`src/framed_command_receiver_watchdog_defines.svh`:
```
// ----------------------------------------------------------------------------
// Framed command receiver watchdog - assertion macros
// Shared assertion macros; ASSERT_OFF compiles them away.
// ----------------------------------------------------------------------------
`ifndef FRAMED_COMMAND_RECEIVER_WATCHDOG_DEFINES_SVH
`define FRAMED_COMMAND_RECEIVER_WATCHDOG_DEFINES_SVH

`ifndef ASSERT_OFF
`define ASSERT_IMPLY(label, clk, rst_n, ante, cons) \
    label: assert property (@(posedge clk) disable iff (!rst_n) (ante) |-> (cons)) \
        else $error("same-cycle implication check failed");
`define ASSERT_NEXT(label, clk, rst_n, ante, cons) \
    label: assert property (@(posedge clk) disable iff (!rst_n) (ante) |=> (cons)) \
        else $error("next-cycle implication check failed");
`else
`define ASSERT_IMPLY(label, clk, rst_n, ante, cons)
`define ASSERT_NEXT(label, clk, rst_n, ante, cons)
`endif

`endif

```
`src/fcrw_pkg.sv`:
```
// ----------------------------------------------------------------------------
// Framed command receiver watchdog - package
// Shared types, codes and the CRC-16/MODBUS byte update.
// ----------------------------------------------------------------------------
package fcrw_pkg;

    localparam int MAX_PAYLOAD = 28;
    localparam int CNT_W       = $clog2(MAX_PAYLOAD + 2);
    localparam int PADDR_W     = 4;

    localparam logic [15:0] CRC_INIT = 16'hFFFF;
    localparam logic [15:0] CRC_POLY = 16'hA001;

    localparam logic [7:0] HDR1    = 8'hAA;
    localparam logic [7:0] HDR2    = 8'h55;
    localparam logic [7:0] ACK_LEN = 8'h02;
    localparam logic [7:0] MIN_LEN = 8'd2;

    localparam logic [7:0] CMD_HEARTBEAT = 8'h01;
    localparam logic [7:0] CMD_KILL      = 8'h10;
    localparam logic [7:0] CMD_START     = 8'h11;
    localparam logic [7:0] CMD_CLEAR     = 8'h12;

    localparam logic [7:0] ST_OK      = 8'd0;
    localparam logic [7:0] ST_UNKNOWN = 8'd1;
    localparam logic [7:0] ST_REFUSED = 8'd2;

    localparam logic ITEM_BYTE = 1'b0;
    localparam logic ITEM_TICK = 1'b1;

    localparam logic [1:0] REG_WARN = 2'd0;
    localparam logic [1:0] REG_KILL = 2'd1;
    localparam logic [1:0] REG_PTMO = 2'd2;

    localparam logic [15:0] WARN_RST = 16'd2000;
    localparam logic [15:0] KILL_RST = 16'd4000;
    localparam logic [7:0]  PTMO_RST = 8'd150;

    // ack frame: AA 55 02 seq status crcL crcH
    localparam logic [2:0] IDX_HDR1   = 3'd0;
    localparam logic [2:0] IDX_HDR2   = 3'd1;
    localparam logic [2:0] IDX_LEN    = 3'd2;
    localparam logic [2:0] IDX_SEQ    = 3'd3;
    localparam logic [2:0] IDX_STATUS = 3'd4;
    localparam logic [2:0] IDX_CRCL   = 3'd5;
    localparam logic [2:0] IDX_CRCH   = 3'd6;

    typedef enum logic [2:0] {
        EV_NONE  = 3'd0,
        EV_KILL  = 3'd1,
        EV_START = 3'd2,
        EV_CLEAR = 3'd3,
        EV_STOP  = 3'd4
    } t_event;

    typedef enum logic [1:0] {
        PH_HDR1 = 2'd0,
        PH_HDR2 = 2'd1,
        PH_LEN  = 2'd2,
        PH_BODY = 2'd3
    } t_phase;

    typedef enum logic {
        DK_ACK   = 1'b0,
        DK_EVENT = 1'b1
    } t_desc_kind;

    typedef struct packed {
        logic [15:0] warn_timeout;
        logic [15:0] kill_timeout;
        logic [7:0]  parser_timeout;
    } t_cfg;

    // one pending response: a 7-byte ack or a lone watchdog event
    typedef struct packed {
        t_desc_kind  kind;
        logic [7:0]  seq;
        logic [7:0]  status;
        t_event      ev;
        logic [15:0] crc;
    } t_desc;

    function automatic logic [15:0] crc16_byte(input logic [15:0] crc_in,
                                               input logic [7:0]  b);
        logic [15:0] c;
        c = crc_in ^ {8'h00, b};
        for (int k = 0; k < 8; k++) begin
            if (c[0]) begin
                c = (c >> 1) ^ CRC_POLY;
            end else begin
                c = c >> 1;
            end
        end
        return c;
    endfunction

endpackage

```
`src/framed_command_receiver_watchdog.sv`:
```
// ----------------------------------------------------------------------------
// Framed command receiver watchdog - top level
// Byte-framed command receiver (CRC-16/MODBUS checked) with ack generation
// and a millisecond link watchdog giving soft stop and hard kill events.
// ----------------------------------------------------------------------------
//
//  channel   handshake                 payload
//  -------   ------------------------  ---------------------------------------
//  request   i_in_valid / o_in_ready   i_cmd i_rx_byte i_fault_latched
//                                      i_kill_latched
//  result    o_out_valid / i_out_ready o_tx_byte o_tx_valid o_event_res o_last
//  config    psel penable pwrite       paddr pwdata prdata pready
//
//  Each request is parsed in the cycle it is accepted; its response (none,
//  one event result, or a seven-byte ack) is registered and offered once the
//  serializer is free. The serializer plays one response and queues one more,
//  so a request is taken every cycle unless that spare slot is full.
//  Reset is synchronous and active low; there is no clearing pass.
//  Stalls or events raised during an ack fill both slots, holding off requests.
//
`include "framed_command_receiver_watchdog_defines.svh"

module framed_command_receiver_watchdog (
    input  logic                         i_clk,
    input  logic                         i_rst_n,
    // request channel
    input  logic                         i_in_valid,
    output logic                         o_in_ready,
    input  logic                         i_cmd,
    input  logic [7:0]                   i_rx_byte,
    input  logic                         i_fault_latched,
    input  logic                         i_kill_latched,
    // result channel
    output logic                         o_out_valid,
    input  logic                         i_out_ready,
    output logic [7:0]                   o_tx_byte,
    output logic                         o_tx_valid,
    output logic [2:0]                   o_event_res,
    output logic                         o_last,
    // configuration port
    input  logic                         psel,
    input  logic                         penable,
    input  logic                         pwrite,
    input  logic [fcrw_pkg::PADDR_W-1:0] paddr,
    input  logic [31:0]                  pwdata,
    output logic [31:0]                  prdata,
    output logic                         pready
);
    import fcrw_pkg::*;

    t_cfg  cfg;
    t_desc desc;
    logic  desc_load;
    logic  tx_free;
    logic  in_accept;

    // a request is taken whenever the serializer can queue whatever response
    // that request may produce
    assign o_in_ready = tx_free;
    assign in_accept  = i_in_valid & tx_free;

    fcrw_regs u_regs (
        .i_clk   (i_clk),
        .i_rst_n (i_rst_n),
        .psel    (psel),
        .penable (penable),
        .pwrite  (pwrite),
        .paddr   (paddr),
        .pwdata  (pwdata),
        .prdata  (prdata),
        .pready  (pready),
        .o_cfg   (cfg)
    );

    // parser state and watchdog counters advance on every accepted request
    fcrw_parser u_parser (
        .i_clk           (i_clk),
        .i_rst_n         (i_rst_n),
        .i_accept        (in_accept),
        .i_cmd           (i_cmd),
        .i_rx_byte       (i_rx_byte),
        .i_fault_latched (i_fault_latched),
        .i_kill_latched  (i_kill_latched),
        .i_cfg           (cfg),
        .o_load          (desc_load),
        .o_desc          (desc)
    );

    // response registers and byte sequencer
    fcrw_tx u_tx (
        .i_clk       (i_clk),
        .i_rst_n     (i_rst_n),
        .i_load      (desc_load),
        .i_desc      (desc),
        .o_free      (tx_free),
        .o_out_valid (o_out_valid),
        .i_out_ready (i_out_ready),
        .o_tx_byte   (o_tx_byte),
        .o_tx_valid  (o_tx_valid),
        .o_event_res (o_event_res),
        .o_last      (o_last)
    );

    // nothing queued means the input is open
    `ASSERT_IMPLY(a_open_when_idle, i_clk, i_rst_n, !o_out_valid, o_in_ready)
    // watchdog events travel alone
    `ASSERT_IMPLY(a_event_alone, i_clk, i_rst_n,
                  o_out_valid && !o_tx_valid,
                  o_last && o_tx_byte == 8'h00)
    // ack events ride on the first header byte
    `ASSERT_IMPLY(a_event_on_hdr, i_clk, i_rst_n,
                  o_out_valid && o_tx_valid && o_event_res != EV_NONE,
                  o_tx_byte == HDR1)
    // an ack keeps going until its last byte
    `ASSERT_NEXT(a_ack_continues, i_clk, i_rst_n,
                 o_out_valid && i_out_ready && !o_last,
                 o_out_valid && o_tx_valid)

endmodule

```
`src/fcrw_regs.sv`:
```
// ----------------------------------------------------------------------------
// Framed command receiver watchdog - configuration registers
// APB-style register file for the three timeouts.
// ----------------------------------------------------------------------------
module fcrw_regs (
    input  logic                        i_clk,
    input  logic                        i_rst_n,
    input  logic                        psel,
    input  logic                        penable,
    input  logic                        pwrite,
    input  logic [fcrw_pkg::PADDR_W-1:0] paddr,
    input  logic [31:0]                 pwdata,
    output logic [31:0]                 prdata,
    output logic                        pready,
    output fcrw_pkg::t_cfg              o_cfg
);
    import fcrw_pkg::*;

    t_cfg r_cfg;
    t_cfg n_cfg;
    logic wr_en;

    assign pready = 1'b1;
    assign wr_en  = psel & penable & pwrite;

    always_comb begin
        n_cfg = r_cfg;
        if (wr_en) begin
            unique case (paddr[3:2])
                REG_WARN: n_cfg.warn_timeout   = pwdata[15:0];
                REG_KILL: n_cfg.kill_timeout   = pwdata[15:0];
                REG_PTMO: n_cfg.parser_timeout = pwdata[7:0];
                default:  n_cfg = r_cfg;
            endcase
        end
    end

    always_ff @(posedge i_clk) begin
        if (!i_rst_n) begin
            r_cfg.warn_timeout   <= WARN_RST;
            r_cfg.kill_timeout   <= KILL_RST;
            r_cfg.parser_timeout <= PTMO_RST;
        end else begin
            r_cfg <= n_cfg;
        end
    end

    always_comb begin
        unique case (paddr[3:2])
            REG_WARN: prdata = {16'h0000, r_cfg.warn_timeout};
            REG_KILL: prdata = {16'h0000, r_cfg.kill_timeout};
            REG_PTMO: prdata = {24'h000000, r_cfg.parser_timeout};
            default:  prdata = 32'h0000_0000;
        endcase
    end

    assign o_cfg = r_cfg;

endmodule

```
`src/fcrw_parser.sv`:
```
// ----------------------------------------------------------------------------
// Framed command receiver watchdog - frame parser and link watchdog
// Consumes one byte or tick per request; emits a response descriptor.
// ----------------------------------------------------------------------------
module fcrw_parser (
    input  logic           i_clk,
    input  logic           i_rst_n,
    input  logic           i_accept,
    input  logic           i_cmd,
    input  logic [7:0]     i_rx_byte,
    input  logic           i_fault_latched,
    input  logic           i_kill_latched,
    input  fcrw_pkg::t_cfg i_cfg,
    output logic           o_load,
    output fcrw_pkg::t_desc o_desc
);
    import fcrw_pkg::*;

    t_phase           r_phase, n_phase;
    logic [CNT_W-1:0] r_len, n_len;
    logic [CNT_W-1:0] r_cnt, n_cnt;
    logic [15:0]      r_crc, n_crc;
    logic [15:0]      r_seq_crc, n_seq_crc;   // CRC state after the seq byte
    logic [7:0]       r_seq, n_seq;
    logic [7:0]       r_fcmd, n_fcmd;
    logic [7:0]       r_crc_lo, n_crc_lo;
    logic [7:0]       r_last_seq, n_last_seq;
    logic             r_link_up, n_link_up;
    logic [7:0]       r_msb, n_msb;
    logic [15:0]      r_msc, n_msc;

    logic [7:0]  msb_inc;
    logic [15:0] msc_inc;
    logic [15:0] crc_step;
    logic        len_ok;
    logic        crc_good;
    logic [7:0]  ack_status;
    t_event      ack_ev;
    t_event      tick_ev;

    assign msb_inc  = (r_msb == 8'hFF) ? r_msb : r_msb + 8'd1;
    assign msc_inc  = (r_msc == 16'hFFFF) ? r_msc : r_msc + 16'd1;
    assign crc_step = crc16_byte(r_crc, i_rx_byte);
    assign len_ok   = (i_rx_byte >= MIN_LEN) && (i_rx_byte <= 8'(MAX_PAYLOAD));
    assign crc_good = ({i_rx_byte, r_crc_lo} == r_crc);

    // ack contents for a completed frame
    always_comb begin
        ack_status = ST_OK;
        ack_ev     = EV_NONE;
        if (r_seq != r_last_seq) begin
            unique case (r_fcmd)
                CMD_KILL:      ack_ev = EV_KILL;
                CMD_START: begin
                    if (i_fault_latched) begin
                        ack_status = ST_REFUSED;
                    end else begin
                        ack_ev = EV_START;
                    end
                end
                CMD_CLEAR:     ack_ev = EV_CLEAR;
                CMD_HEARTBEAT: ack_ev = EV_NONE;
                default:       ack_status = ST_UNKNOWN;
            endcase
        end
    end

    always_comb begin
        tick_ev = EV_NONE;
        if (!i_kill_latched && r_link_up) begin
            if (msc_inc > i_cfg.kill_timeout) begin
                tick_ev = EV_KILL;
            end else if (msc_inc > i_cfg.warn_timeout) begin
                tick_ev = EV_STOP;
            end
        end
    end

    always_comb begin
        n_phase    = r_phase;
        n_len      = r_len;
        n_cnt      = r_cnt;
        n_crc      = r_crc;
        n_seq_crc  = r_seq_crc;
        n_seq      = r_seq;
        n_fcmd     = r_fcmd;
        n_crc_lo   = r_crc_lo;
        n_last_seq = r_last_seq;
        n_link_up  = r_link_up;
        n_msb      = r_msb;
        n_msc      = r_msc;
        o_load     = 1'b0;
        o_desc     = '0;
        if (i_accept) begin
            if (i_cmd == ITEM_TICK) begin
                n_msb = msb_inc;
                n_msc = msc_inc;
                // stale partial frame
                if (r_phase != PH_HDR1 && msb_inc > i_cfg.parser_timeout) begin
                    n_phase = PH_HDR1;
                    n_len   = '0;
                    n_cnt   = '0;
                    n_crc   = CRC_INIT;
                end
                if (tick_ev != EV_NONE) begin
                    o_load      = 1'b1;
                    o_desc.kind = DK_EVENT;
                    o_desc.ev   = tick_ev;
                end
            end else begin
                n_msb = 8'h00;
                unique case (r_phase)
                    PH_HDR1: begin
                        if (i_rx_byte == HDR1) begin
                            n_phase = PH_HDR2;
                        end
                    end
                    PH_HDR2: begin
                        if (i_rx_byte == HDR2) begin
                            n_phase = PH_LEN;
                        end else begin
                            n_phase = PH_HDR1;
                            n_len   = '0;
                            n_cnt   = '0;
                            n_crc   = CRC_INIT;
                        end
                    end
                    PH_LEN: begin
                        n_cnt = '0;
                        n_crc = CRC_INIT;
                        if (len_ok) begin
                            n_len   = i_rx_byte[CNT_W-1:0];
                            n_phase = PH_BODY;
                        end else begin
                            n_len   = '0;
                            n_phase = PH_HDR1;
                        end
                    end
                    PH_BODY: begin
                        if (r_cnt < r_len) begin
                            if (r_cnt == '0) begin
                                n_seq     = i_rx_byte;
                                n_seq_crc = crc_step;
                            end else if (r_cnt == CNT_W'(1)) begin
                                n_fcmd = i_rx_byte;
                            end
                            n_crc = crc_step;
                            n_cnt = CNT_W'(r_cnt + 1'b1);
                        end else if (r_cnt == r_len) begin
                            n_crc_lo = i_rx_byte;
                            n_cnt    = CNT_W'(r_cnt + 1'b1);
                        end else begin
                            n_phase = PH_HDR1;
                            n_len   = '0;
                            n_cnt   = '0;
                            n_crc   = CRC_INIT;
                            if (crc_good) begin
                                n_msc       = 16'h0000;
                                n_link_up   = 1'b1;
                                n_last_seq  = r_seq;
                                o_load      = 1'b1;
                                o_desc.kind = DK_ACK;
                                o_desc.seq  = r_seq;
                                o_desc.status = ack_status;
                                o_desc.ev   = ack_ev;
                                o_desc.crc  = crc16_byte(r_seq_crc, ack_status);
                            end
                        end
                    end
                    default: n_phase = PH_HDR1;
                endcase
            end
        end
    end

    always_ff @(posedge i_clk) begin
        if (!i_rst_n) begin
            r_phase    <= PH_HDR1;
            r_len      <= '0;
            r_cnt      <= '0;
            r_crc      <= CRC_INIT;
            r_seq_crc  <= CRC_INIT;
            r_seq      <= 8'h00;
            r_fcmd     <= 8'h00;
            r_crc_lo   <= 8'h00;
            r_last_seq <= 8'hFF;
            r_link_up  <= 1'b0;
            r_msb      <= 8'h00;
            r_msc      <= 16'h0000;
        end else begin
            r_phase    <= n_phase;
            r_len      <= n_len;
            r_cnt      <= n_cnt;
            r_crc      <= n_crc;
            r_seq_crc  <= n_seq_crc;
            r_seq      <= n_seq;
            r_fcmd     <= n_fcmd;
            r_crc_lo   <= n_crc_lo;
            r_last_seq <= n_last_seq;
            r_link_up  <= n_link_up;
            r_msb      <= n_msb;
            r_msc      <= n_msc;
        end
    end

endmodule

```
`src/fcrw_tx.sv`:
```
// ----------------------------------------------------------------------------
// Framed command receiver watchdog - response serializer
// Plays the active response descriptor out one result per handshake and
// keeps one more descriptor queued behind it.
// ----------------------------------------------------------------------------
module fcrw_tx (
    input  logic            i_clk,
    input  logic            i_rst_n,
    input  logic            i_load,
    input  fcrw_pkg::t_desc i_desc,
    output logic            o_free,
    output logic            o_out_valid,
    input  logic            i_out_ready,
    output logic [7:0]      o_tx_byte,
    output logic            o_tx_valid,
    output logic [2:0]      o_event_res,
    output logic            o_last
);
    import fcrw_pkg::*;

    logic       r_busy, n_busy;
    logic [2:0] r_idx, n_idx;
    t_desc      r_desc, n_desc;
    logic       r_pend_vld, n_pend_vld;   // response waiting behind the active one
    t_desc      r_pend, n_pend;
    logic       is_ack;
    logic       take;
    logic       done;

    assign is_ack = (r_desc.kind == DK_ACK);
    assign o_last = is_ack ? (r_idx == IDX_CRCH) : 1'b1;
    assign take   = r_busy & i_out_ready;
    assign done   = take & o_last;
    assign o_free = ~r_pend_vld | done;

    always_comb begin
        n_busy     = r_busy;
        n_idx      = r_idx;
        n_desc     = r_desc;
        n_pend_vld = r_pend_vld;
        n_pend     = r_pend;
        if (take) begin
            if (o_last) begin
                n_busy = 1'b0;
            end else begin
                n_idx = r_idx + 3'd1;
            end
        end
        // queued response moves up once the active one is gone
        if (!n_busy && r_pend_vld) begin
            n_busy     = 1'b1;
            n_idx      = IDX_HDR1;
            n_desc     = r_pend;
            n_pend_vld = 1'b0;
        end
        if (i_load) begin
            if (!n_busy) begin
                n_busy = 1'b1;
                n_idx  = IDX_HDR1;
                n_desc = i_desc;
            end else begin
                n_pend_vld = 1'b1;
                n_pend     = i_desc;
            end
        end
    end

    always_ff @(posedge i_clk) begin
        if (!i_rst_n) begin
            r_busy     <= 1'b0;
            r_idx      <= IDX_HDR1;
            r_pend_vld <= 1'b0;
        end else begin
            r_busy     <= n_busy;
            r_idx      <= n_idx;
            r_pend_vld <= n_pend_vld;
        end
    end

    always_ff @(posedge i_clk) begin
        r_desc <= n_desc;
        r_pend <= n_pend;
    end

    always_comb begin
        unique case (r_idx)
            IDX_HDR1:   o_tx_byte = HDR1;
            IDX_HDR2:   o_tx_byte = HDR2;
            IDX_LEN:    o_tx_byte = ACK_LEN;
            IDX_SEQ:    o_tx_byte = r_desc.seq;
            IDX_STATUS: o_tx_byte = r_desc.status;
            IDX_CRCL:   o_tx_byte = r_desc.crc[7:0];
            IDX_CRCH:   o_tx_byte = r_desc.crc[15:8];
            default:    o_tx_byte = 8'h00;
        endcase
        if (!is_ack) begin
            o_tx_byte = 8'h00;
        end
    end

    assign o_out_valid = r_busy;
    assign o_tx_valid  = is_ack;
    assign o_event_res = (r_idx == IDX_HDR1) ? r_desc.ev : EV_NONE;

endmodule
```
`config.mk`:
```
export PLATFORM = sky130hd
export DESIGN_NAME = framed_command_receiver_watchdog
export DESIGN_NICKNAME = d
export VERILOG_FILES = /design/src/fcrw_pkg.sv /design/src/framed_command_receiver_watchdog.sv /design/src/fcrw_regs.sv /design/src/fcrw_parser.sv /design/src/fcrw_tx.sv
export VERILOG_INCLUDE_DIRS = /design/src /design/src/src
export SDC_FILE = /design/constraint.sdc
export NUM_CORES = 1
export LEC_CHECK = 0
export BUFFER_PORTS_ARGS = -buffer_cell sky130_fd_sc_hd__buf_2
export CAP_MARGIN = 20
export CORE_MARGIN = 2
export CORE_UTILIZATION = 35
export CTS_CLUSTER_SIZE = 25
export DETAILED_ROUTE_END_ITERATION = 8
export GPL_TIMING_DRIVEN = 0
export PLACE_DENSITY = 0.55
export SETUP_SLACK_MARGIN = 0.1
export SLEW_MARGIN = 0
export SYNTH_ARGS = -nofsm -noshare
export SYNTH_HDL_FRONTEND = slang
export SYNTH_SLANG_ARGS = --single-unit
```
`constraint.sdc`:
```
create_clock -name i_clk -period 4.7 [get_ports i_clk]
set_input_delay 0.235 -clock i_clk [delete_from_list [all_inputs] [get_ports i_clk]]
set_output_delay 0.235 -clock i_clk [all_outputs]
set_load 0.05 [all_outputs]
```
======== Word level (Yosys, flattened, before mapping) ========
Index checks and enable logic that the tools add are counted.
Widths: inputs -> output; s select.
word-level totals
  register bits after elaboration ......... 218
  bits of input ports ..................... 54
  output and inout port bits .............. 48
  logic and storage cells ................. 265
cells by class
  $add $sub $neg .......................... 4
  $lt $le $gt $ge ......................... 6
  equal/unequal tests ..................... 31
  muxes and demuxes ....................... 137
  bitwise operators ....................... 30
  reductions and logical operators ........ 29
operators with widths
  cell                   count
  $mux 16                71
  $mux 36                7
  $pmux 16 s3            2
  $pmux 8 s7             1
  $not 2->3              16
  $mux 5                 9
  $mux 35                1
  $mux 3                 11
  $gt 16x16->1           2
  $xor 16x8->16          2
  $pmux 5 s3             2
  $reduce_and 5->1       5
  $eq 8x5->1 const B     3
  $mux 8                 3
  $mux 2                 11
  $reduce_and 6->1       3
  $add 16x1->16 const B  1
  $eq 16x16->1           1
  $eq 16x16->1 const B   1
  $eq 8x8->1 const B     2
  $mux 1                 16
  $eq 3x3->1 const B     3
  $ne 3x3->1 const B     3
  $add 8x1->8 const B    1
  other kinds (36)       60

======== Depth between registers and ports, before layout ========
Gate-level depths: netlist of run 1.
  depth in word-level cells ............... 71
  mapped depth ............................ 15
  mapped depth without buffers ............ 13

======== By module ========
A second synthesis of run 1 with hierarchy kept.
second synthesis, totals
  cell total of the unflattened synthesis .. 1336
  area total of the unflattened synthesis .. 11870.1 um^2
modules (own cells, without submodules)
  module                            times used  cells an instance  area each (um^2)  seq. area each (um^2)
  fcrw_parser                       1           826                6648.9            2021.9
  fcrw_tx                           1           286                3213.1            1901.8
  fcrw_regs                         1           223                2001.9            800.8
  framed_command_receiver_watchdog  1           1                  6.3               0.0

======== Least setup slack after synthesis of run 1 ========
OpenSTA, ideal clock, no wires.
  path type ............................... reg2reg
  from .................................... reg u_parser.r_msc[3]
  to ...................................... reg u_tx.r_pend[0] in the netlist's numbering (enable)
  library setup time ...................... 0.417 ns
  data arrival time ....................... 4.671 ns
  required time ........................... 4.283 ns
  setup slack ............................. -0.388 ns
  cell stages (with the launch flop) ...... 14
  path buffers ............................ 1
  clock period less this slack ............ 5.088 ns
  path through ............................ dfxtp_1 > and3_1 > nand3_2 > o41ai_1 > nor3_1 > xor2_1 > ha_1 > nand3_1 > nor4_1 > a21boi_0 > o31ai_1 > and3_1 > buf_2 > nor2_1
between the ends
  cells in the longest elaborated chain, start to end .. 11
  elaborated cells on any way between the ends .. 13
  classes of those cells .................. 1 x add/sub; 2 x order compare; 1 x eq/ne; 7 x mux; 2 x reduce/logical
RTL lines
  item                                           line                source
  start, declared                                fcrw_parser.sv:30   logic [15:0] r_msc, n_msc;
  start signal, assigned                         fcrw_parser.sv:202  r_msc <= n_msc;
  $add 16x1->16 or $eq 16x16->1 (tied branches)  fcrw_parser.sv:42   assign msc_inc = (r_msc == 16'hFFFF) ? r_msc : r_msc + 16'd1;
  $mux 16 *                                      fcrw_parser.sv:42
  $gt 16x16->1                                   fcrw_parser.sv:73   end else if (msc_inc > i_cfg.warn_timeout) begin
  $mux 3                                         fcrw_parser.sv:73
  $mux 3 *                                       fcrw_parser.sv:71   if (msc_inc > i_cfg.kill_timeout) begin
  $mux 3 *                                       fcrw_parser.sv:70   if (!i_kill_latched && r_link_up) begin
  $reduce_bool 3->1 *                            fcrw_parser.sv:105  if (tick_ev != EV_NONE) begin
  $mux 1 *                                       fcrw_parser.sv:105
  $mux 1 *                                       fcrw_parser.sv:95   if (i_cmd == ITEM_TICK) begin
  $mux 1 *                                       fcrw_parser.sv:94   if (i_accept) begin
  $reduce_and 2->1 (no source line) *            n/a
  end signal, assigned                           fcrw_tx.sv:82       r_pend <= n_pend;
  end, declared                                  fcrw_tx.sv:25       t_desc r_pend, n_pend;
Every way passes the cells marked *; elsewhere a longest branch is shown, timed or not.
A chain may end at the register's enable or synchronous reset.

======== Worst setup path in the final report of run 1 ========
  from .................................... reg u_parser.r_msc[0]
  to ...................................... reg u_tx.r_pend[6] in the netlist's numbering (enable)
The elaborated chain is that of the path after synthesis.

==> reports/metrics.yaml, run 1 <==
yosys:
  synth-simple-area-share_pct: 20.84
  async_flop_share_pct: 0
  synth.cell_area_um2: 11390
  synth.avg_cell_area_um2: 8.672
  synth_edf_count: 30
  synth_xor_area_share_pct: 6.055
  ys_seq_area_share_pct: 39.91
  ys.flop_type: "dfxtp_1"
  synth-seq-cells: 212
  synth_mux_area_share_pct: 5.659
  syn_inst: 1313
  synthAdderAreaFrac_pct: 6.044
  synth-compound-area-share_pct: 15.52
  synth_cell_types: 70
  ys_warn_count: 0
  synth_top_family_by_area: "simple AND/OR/NAND/NOR gates"
run:
  cap_violations: 0
layout:
  n_antenna_cell: 0
  nNetsFinal: 1546
  drive_gt1_share_pct: 10.58
  n_fill_cell: 3264
  final_cells: 1898
  fin_util_pct: 41.54
  area_growth_pct: 17.80
setup_path:
  cp-end-kind: "register"
  crit_fanout: 15
  reg2reg_slack_ns: 0.43
  setup.worst_path.start_class: "register"
  critPathSlowestCell: "or4_1"
  cp_common_cell: "or4_1"
  cp_top_family: "simple AND/OR/NAND/NOR gates"
  worstPathRequired_ns: 4.98
  arrival_ns: 4.56
  worst-path-buf-inv: 3
  crit_chain: "ha_2 -> nand2_1 -> or4_1 -> clkbuf_1 -> nand4_1 -> xnor2_1 -> ha_1 -> a21oi_1 -> o22ai_1 -> or4_1 -> o31ai_4 -> and3_1 -> buf_2 -> nor2_4 -> buf_12"
  critical_path.max_stage_delay_ns: 0.50
  crit_type: "register to register"
timing:
  slew_violations: 0
  fin_crit_ns: 4.274
  rsz0062_at_grt: "no"
  relSlewSlack_pct: 45.30
  timing.hold.ws_ns: 0.02169
  period_share_pct: 90.94
  setup_violations: 0
  worstMarginPinSlew_ns: 0.8205
  fin_skew_ns: 0.01177
  final_hold_viol_count: 0
  fmax_mhz: 234.0
  setup_tns_ns: 0
grt:
  grt_usage_pct: 18.94
  grt_max_degree: 16
  top_usage_layer: "met2"
  use_met2_pct: 30.17
  grt_pass1_vias: 9149
  met3_usage_pct: 2.391
  antenna_found_initial: 0
  globalRouteOverflowTotal: 0
  gr-usage-met1_pct: 26.87
  grt_pass1_wl_mm: 50.82
power_and_ir_drop:
  p_leak_nw: 5.281
  power.density_nw_per_um2: 307.5
  irDropWorstVdd_mv: 0.2142
placement:
  io_buffer_count: 57
  gp_congestion: 0.8708
  hpwl_mm: 24.09
  place_inst: 1830
die:
  dieWidth_um: 184.4
  core_um2: 32290
  initial_core_util_pct: 35.26
  die_h_um: 184.4
  die-area_um2: 33990
  num_rows: 66
  ios: 102
cts:
  cts_tree: "done"
  cts-root-buf: "clkbuf_16"
  h-tree-depth: 1
  clockBufferDepth: 3
  clk_latency_ns: 0.53
  cts.clk_slew.worst_paths_ns: 0.06
  cts.sinks: 212
  cts_buffers: 25
routing:
  viasPerCell: 5.060
  drc: 0
  wl_mm: 32.50
  post_drt_wl_per_cell_um: 17.12
  postRouteAntennaNets: 0
  firstDrtPassIters: 5
  num_vias: 9603
  drt_iter0_markers: 765
worst_hold_path:
  hp-class: "input port to register"
status:
  status: "finished, final reports clean"
==> path summary, 6_finish.rpt <==
kind,cells after the start,from,to
setup / recovery,15,u_parser.r_msc[0],u_tx.r_pend[6]
setup reg to reg,15,u_parser.r_msc[0],u_tx.r_pend[6]
hold reg to reg,2,u_regs.o_cfg[21],u_regs.o_cfg[21]
hold / removal,3,i_rx_byte[0],u_parser.r_seq[0]
==> metal layers <==
layer  part of all wire, %  vias to the layer above
li1                      -                     4831
met1                    49                     4510
met2                    44                      220
met3                   4.6                       42
met4                   2.2                        0
met5                     0                        -
==> repair_timing <==
item | in CTS | in global routing
setup endpoints to repair | 59 | 70
pin swaps | 2 | 1
hold buffers | 17 | 0
resized for setup | 3 | 5
setup buffers | 2 | 2
gates cloned | 1 | 0
hold endpoints to repair | 36 | 0
==> synth_stat cells, types with 12 or more instances <==
library cell / number / area [um^2]
inv_1: 60 / 225.2
dfxtp_1: 182 / 3643
and2_1: 25 / 156.4
clkbuf_1: 49 / 183.9
o21a_1: 12 / 90.09
nand2_1: 197 / 739.5
nor2_1: 74 / 277.8
and3_1: 17 / 106.4
xnor2_1: 53 / 464.2
nand3_1: 43 / 215.2
nor2b_1: 33 / 206.5
xor2_1: 23 / 201.4
o21ai_0: 45 / 225.2
buf_4: 21 / 157.7
a21oi_1: 58 / 290.3
a22oi_1: 16 / 120.1
a21boi_0: 28 / 210.2
nand4_1: 16 / 100.1
o211ai_1: 32 / 240.2
edfxtp_1: 30 / 900.9
mux2i_1: 61 / 610.6
nor3_1: 22 / 110.1
ha_1: 55 / 688.2
==> worst reg2reg max path, cell delays in order (launching register included) <==
cell	delay, ns
dfxtp_1	0.43
ha_2	0.28
nand2_1	0.19
or4_1	0.50
clkbuf_1	0.23
nand4_1	0.21
xnor2_1	0.22
ha_1	0.31
a21oi_1	0.14
o22ai_1	0.10
or4_1	0.48
o31ai_4	0.26
and3_1	0.19
buf_2	0.24
nor2_4	0.07
buf_12	0.18
==> report_power, final <==
group,internal (W),leakage [nW],switching (W)
logic,0.0000895,3.11,0.000194
clock network,0.00121,0.413,0.000784
registers,0.00184,1.76,0.00000687
total,0.00314,5.28,0.000985
==> layout by cell type, fill, tap and decap left out, types with 17 or more instances in the layout <==
cell             n
and2_1          25
o211ai_1        32
edfxtp_1        30
clkbuf_16       26
nand3_1         43
o21ai_0         45
dlygate4sd3_1   17
mux2i_1         61
buf_4           23
a21boi_0        27
nor2_1          73
buf_2           69
nand2_1        197
a21oi_1         58
ha_1            54
dfxtp_1        182
inv_1           60
nor3_1          22
nor2b_1         33
clkbuf_1        55
xor2_1          23
conb_1          17
xnor2_1         53
==> state kept, by name (all words and copies together) (netlist names) <==
signal,cells
u_parser.r_last_seq,8
u_parser.r_link_up,1
u_regs.o_cfg,40
u_tx.r_idx,3
u_parser.r_crc,16
u_parser.r_crc_lo,8
u_parser.r_fcmd,8
u_tx.r_pend,30
u_tx.o_out_valid,1
u_tx.r_pend_vld,1
u_parser.r_seq_crc,16
u_tx.r_desc,36
u_parser.r_msb,8
u_parser.r_cnt,5
u_parser.r_len,5
u_parser.r_seq,8
u_parser.r_phase,2
u_parser.r_msc,16
==> layout make-up <==
type | count | area [um^2] | share of cell area [%]
Buffer | 87 | 440.4 | 3.284
Clock buffer | 34 | 700.7 | 5.224
Clock inverter | 12 | 143.9 | 1.073
Inverter | 62 | 232.7 | 1.735
Multi-Input combinational cell | 968 | 6274 | 46.77
Sequential cell | 212 | 4544 | 33.88
Tap cell | 442 | 553.0 | 4.123
Timing Repair Buffer | 81 | 524.3 | 3.909
==> metrics by stage <==
step           area (um^2)  power (W)  worst slack, ns
4_1_cts              13380   0.004162           0.1390
3_5_place_dp         12300   0.002158          -0.3639
6_report             13410   0.004125           0.4258
2_1_floorplan        11440   0.002072           0.1143
5_1_grt              13410   0.004254           0.1079
3_3_place_gp         12280   0.002157           -1.148
==> logic make-up (layout without fill, tap and decap cells) <==
group / count (synthesis) / count (layout)
fa+ha+maj: 55 / 55
compound gates: 265 / 265
mux: 64 / 64
buf+inv: 149 / 276
simple gates: 489 / 490
xor+xnor: 77 / 77
flops: 212 / 212
other cells: 2 / 17
No activity file was read; power rests on OpenSTA's default activity.
==> inputs of run 2 (changes only) <==
--- a/config.mk
+++ b/config.mk
@@ -13,6 +13,7 @@
 export CTS_CLUSTER_SIZE = 25
 export DETAILED_ROUTE_END_ITERATION = 8
 export GPL_TIMING_DRIVEN = 0
+export HOLD_SLACK_MARGIN = 0.05
 export PLACE_DENSITY = 0.55
 export SETUP_SLACK_MARGIN = 0.1
 export SLEW_MARGIN = 0
==> run 2 against run 1 <==
Net effect:
- utilization increased by 0.062 points
- first-iteration DRC count is 5.1% lower
- wire length is 0.11% lower
- critical path depth did not move
- worst hold slack gained 0.076 ns
- largest power group unchanged
- highest routed layer unchanged
==> reports/metrics.yaml, run 2 (same netlist as run 1, synthesis figures left out) <==
placement:
  pre_cts_ws_ns: -0.3639  # unchanged
  io_buffer_count: 57  # unchanged
  place_inst: 1830  # unchanged
  gp_congestion: 0.8708  # unchanged
  hpwl_mm: 24.09  # unchanged
die:
  dieWidth_um: 184.4  # unchanged
  initial_core_util_pct: 35.26  # unchanged
  num_rows: 66  # unchanged
  die-area_um2: 33990  # unchanged
  ios: 102  # unchanged
  die_h_um: 184.4  # unchanged
  core_um2: 32290  # unchanged
power_and_ir_drop:
  p_clk_share_pct: 48.3  # about the same
  p_leak_nw: 5.289  # was 5.281 nW
  p_comb_share_pct: 6.9  # about the same
  irDropWorstVdd_mv: 0.2144  # was 0.2142 mV
  sequentialPowerShare_pct: 44.8  # about the same
  p_int_w: 0.003141  # was 0.003140 W
  p_sw_w: 0.0009824  # was 0.0009854 W
  swShare_pct: 23.83  # was 23.89%
  power.density_nw_per_um2: 306.9  # was 307.5 nW/um^2
grt:
  grt_usage_pct: 18.96  # was 18.94%
  globalRouteOverflowTotal: 0  # unchanged
  grt_max_degree: 16  # unchanged
  antenna_found_initial: 0  # unchanged
  grt_pass1_wl_mm: 50.86  # was 50.82 mm
  grt_pass1_vias: 9163  # was 9149
setup_path:
  crit_chain: "ha_2 -> nand2_1 -> or4_1 -> clkbuf_1 -> nand4_1 -> xnor2_1 -> ha_1 -> a21oi_1 -> o22ai_1 -> or4_1 -> o31ai_4 -> and3_1 -> buf_2 -> nor2_4 -> buf_12"  # unchanged
  setup.worst_path.start_class: "register"  # unchanged
  critical_path.max_stage_delay_ns: 0.50  # about the same
  cp-end-kind: "register"  # unchanged
  critPathSlowestCell: "or4_1"  # unchanged
  crit_type: "register to register"  # unchanged
  crit_fanout: 15  # unchanged
  worstPathRequired_ns: 4.98  # about the same
  arrival_ns: 4.57  # was 4.56 ns
  cp_common_cell: "or4_1"  # unchanged
timing:
  fin_skew_ns: 0.01069  # was 0.01177 ns
  setup_tns_ns: 0  # unchanged
  setup_violations: 0  # unchanged
  fin_crit_ns: 4.285  # was 4.274 ns
  worstMarginPinSlew_ns: 0.8424  # was 0.8205 ns
  final_hold_viol_count: 0  # unchanged
  rsz0062_at_grt: "no"  # unchanged
  fmax_mhz: 233.4  # was 234.0 MHz
  setup_ws_ns: 0.4155  # was 0.4258 ns
  period_share_pct: 91.16  # was 90.94%
  relSlewSlack_pct: 43.84  # was 45.30%
  slew_violations: 0  # unchanged
cts:
  cts.sinks: 212  # unchanged
  clk_latency_ns: 0.53  # about the same
  cts-root-buf: "clkbuf_16"  # unchanged
  cts.clk_slew.worst_paths_ns: 0.06  # about the same
  cts_buffers: 25  # unchanged
  clockBufferDepth: 3  # unchanged
  h-tree-depth: 1  # unchanged
  cts_tree: "done"  # unchanged
layout:
  area_growth_pct: 17.98  # was 17.80%
  nNetsFinal: 1548  # was 1546
  layout_common_cells: "nand2_1, dfxtp_1, nor2_1"  # unchanged
  n_antenna_cell: 0  # unchanged
  largest_reg_flops: 40  # unchanged
  final_common_cell: "nand2_1"  # unchanged
  fin_util_pct: 41.60  # was 41.54%
  drive_gt1_share_pct: 10.56  # was 10.58%
  final_cells: 1900  # was 1898
routing:
  firstDrtPassIters: 5  # unchanged
  postRouteAntennaNets: 0  # unchanged
  viasPerCell: 5.050  # was 5.060
  drt_iter0_markers: 726  # was 765
  drc: 0  # unchanged
  wl_mm: 32.46  # was 32.50 mm
  num_vias: 9595  # was 9603
  post_drt_wl_per_cell_um: 17.08  # was 17.12 um
status:
  status: "finished, final reports clean"  # unchanged
worst_hold_path:
  hp-class: "input port to register"  # unchanged
run:
  cap_violations: 0  # unchanged
==> run 2: per-layer routing <==
| layer | track usage [%] | vias up | part of all wire (%) |
|---|---|---|---|
| li1 | - | 4835 | - |
| met1 | 26.87 | 4489 | 49 |
| met2 | 30.21 | 221 | 44 |
| met3 | 2.391 | 50 | 4.4 |
| met4 | 5.280 | 0 | 2.4 |
| met5 | 0 | - | 0 |
==> run 2: worst paths after layout <==
kind                     startpoint               end  slack [ns]  cells past startpoint
setup / recovery  u_parser.r_msc[0]    u_tx.r_pend[6]        0.42                     15
hold / removal             paddr[2]  u_regs.o_cfg[25]         0.1                      4
hold reg to reg    u_regs.o_cfg[21]  u_regs.o_cfg[21]        0.47                      2
setup reg to reg  u_parser.r_msc[0]    u_tx.r_pend[6]        0.42                     15
==> run 2: per-stage QoR <==
stage               total power, W  hold WS (ns)  instance area [um^2]
floorplan                 0.002072        0.3710                 11440
global placement          0.002157        0.4464                 12280
detailed placement        0.002158        0.4570                 12300
CTS                       0.004164       0.07786                 13400
global route              0.004255        0.1234                 13430
finish                    0.004123       0.09768                 13430
==> run 2: repair_timing <==
| action | in CTS | in global routing |
|---|---|---|
| resized for setup | 3 | 5 |
| setup buffers | 2 | 2 |
| endpoints found under the setup margin | 59 | 70 |
| hold buffers | 19 | 0 |
| pin swaps | 2 | 1 |
| cloned | 1 | 0 |
| hold endpoints to repair | 45 | 0 |
==> run 2: layout make-up <==
type / instances / area [um^2]
tap: 442 / 553.0
sequential: 212 / 4544
clock inverter: 12 / 143.9
buffer: 87 / 440.4
timing repair buffer: 83 / 544.3
clock buffer: 34 / 700.7
fill: 3267 / 18860
inverter: 62 / 232.7
multi-input combinational: 968 / 6274
==> run 2: power groups by stage <==
stage          clock (W)  combinational [W]  sequential [W]
2_1_floorplan          0           0.000187         0.00188
3_3_place_gp           0           0.000270         0.00189
3_5_place_dp           0           0.000271         0.00189
4_1_cts          0.00203           0.000285         0.00185
5_1_grt          0.00210           0.000307         0.00185
6_report         0.00199           0.000286         0.00185
==> run 2: critical path, delay by kind of cell (launching register included) <==
kind,cells,cell delay [ns]
AO/OA/AOI/OAI,3,0.50
XOR/XNOR,1,0.22
AND/OR/NAND/NOR,6,1.64
buffers and inverters,3,0.65
flip-flops,1,0.43
adder cells (fa/ha/maj),2,0.59
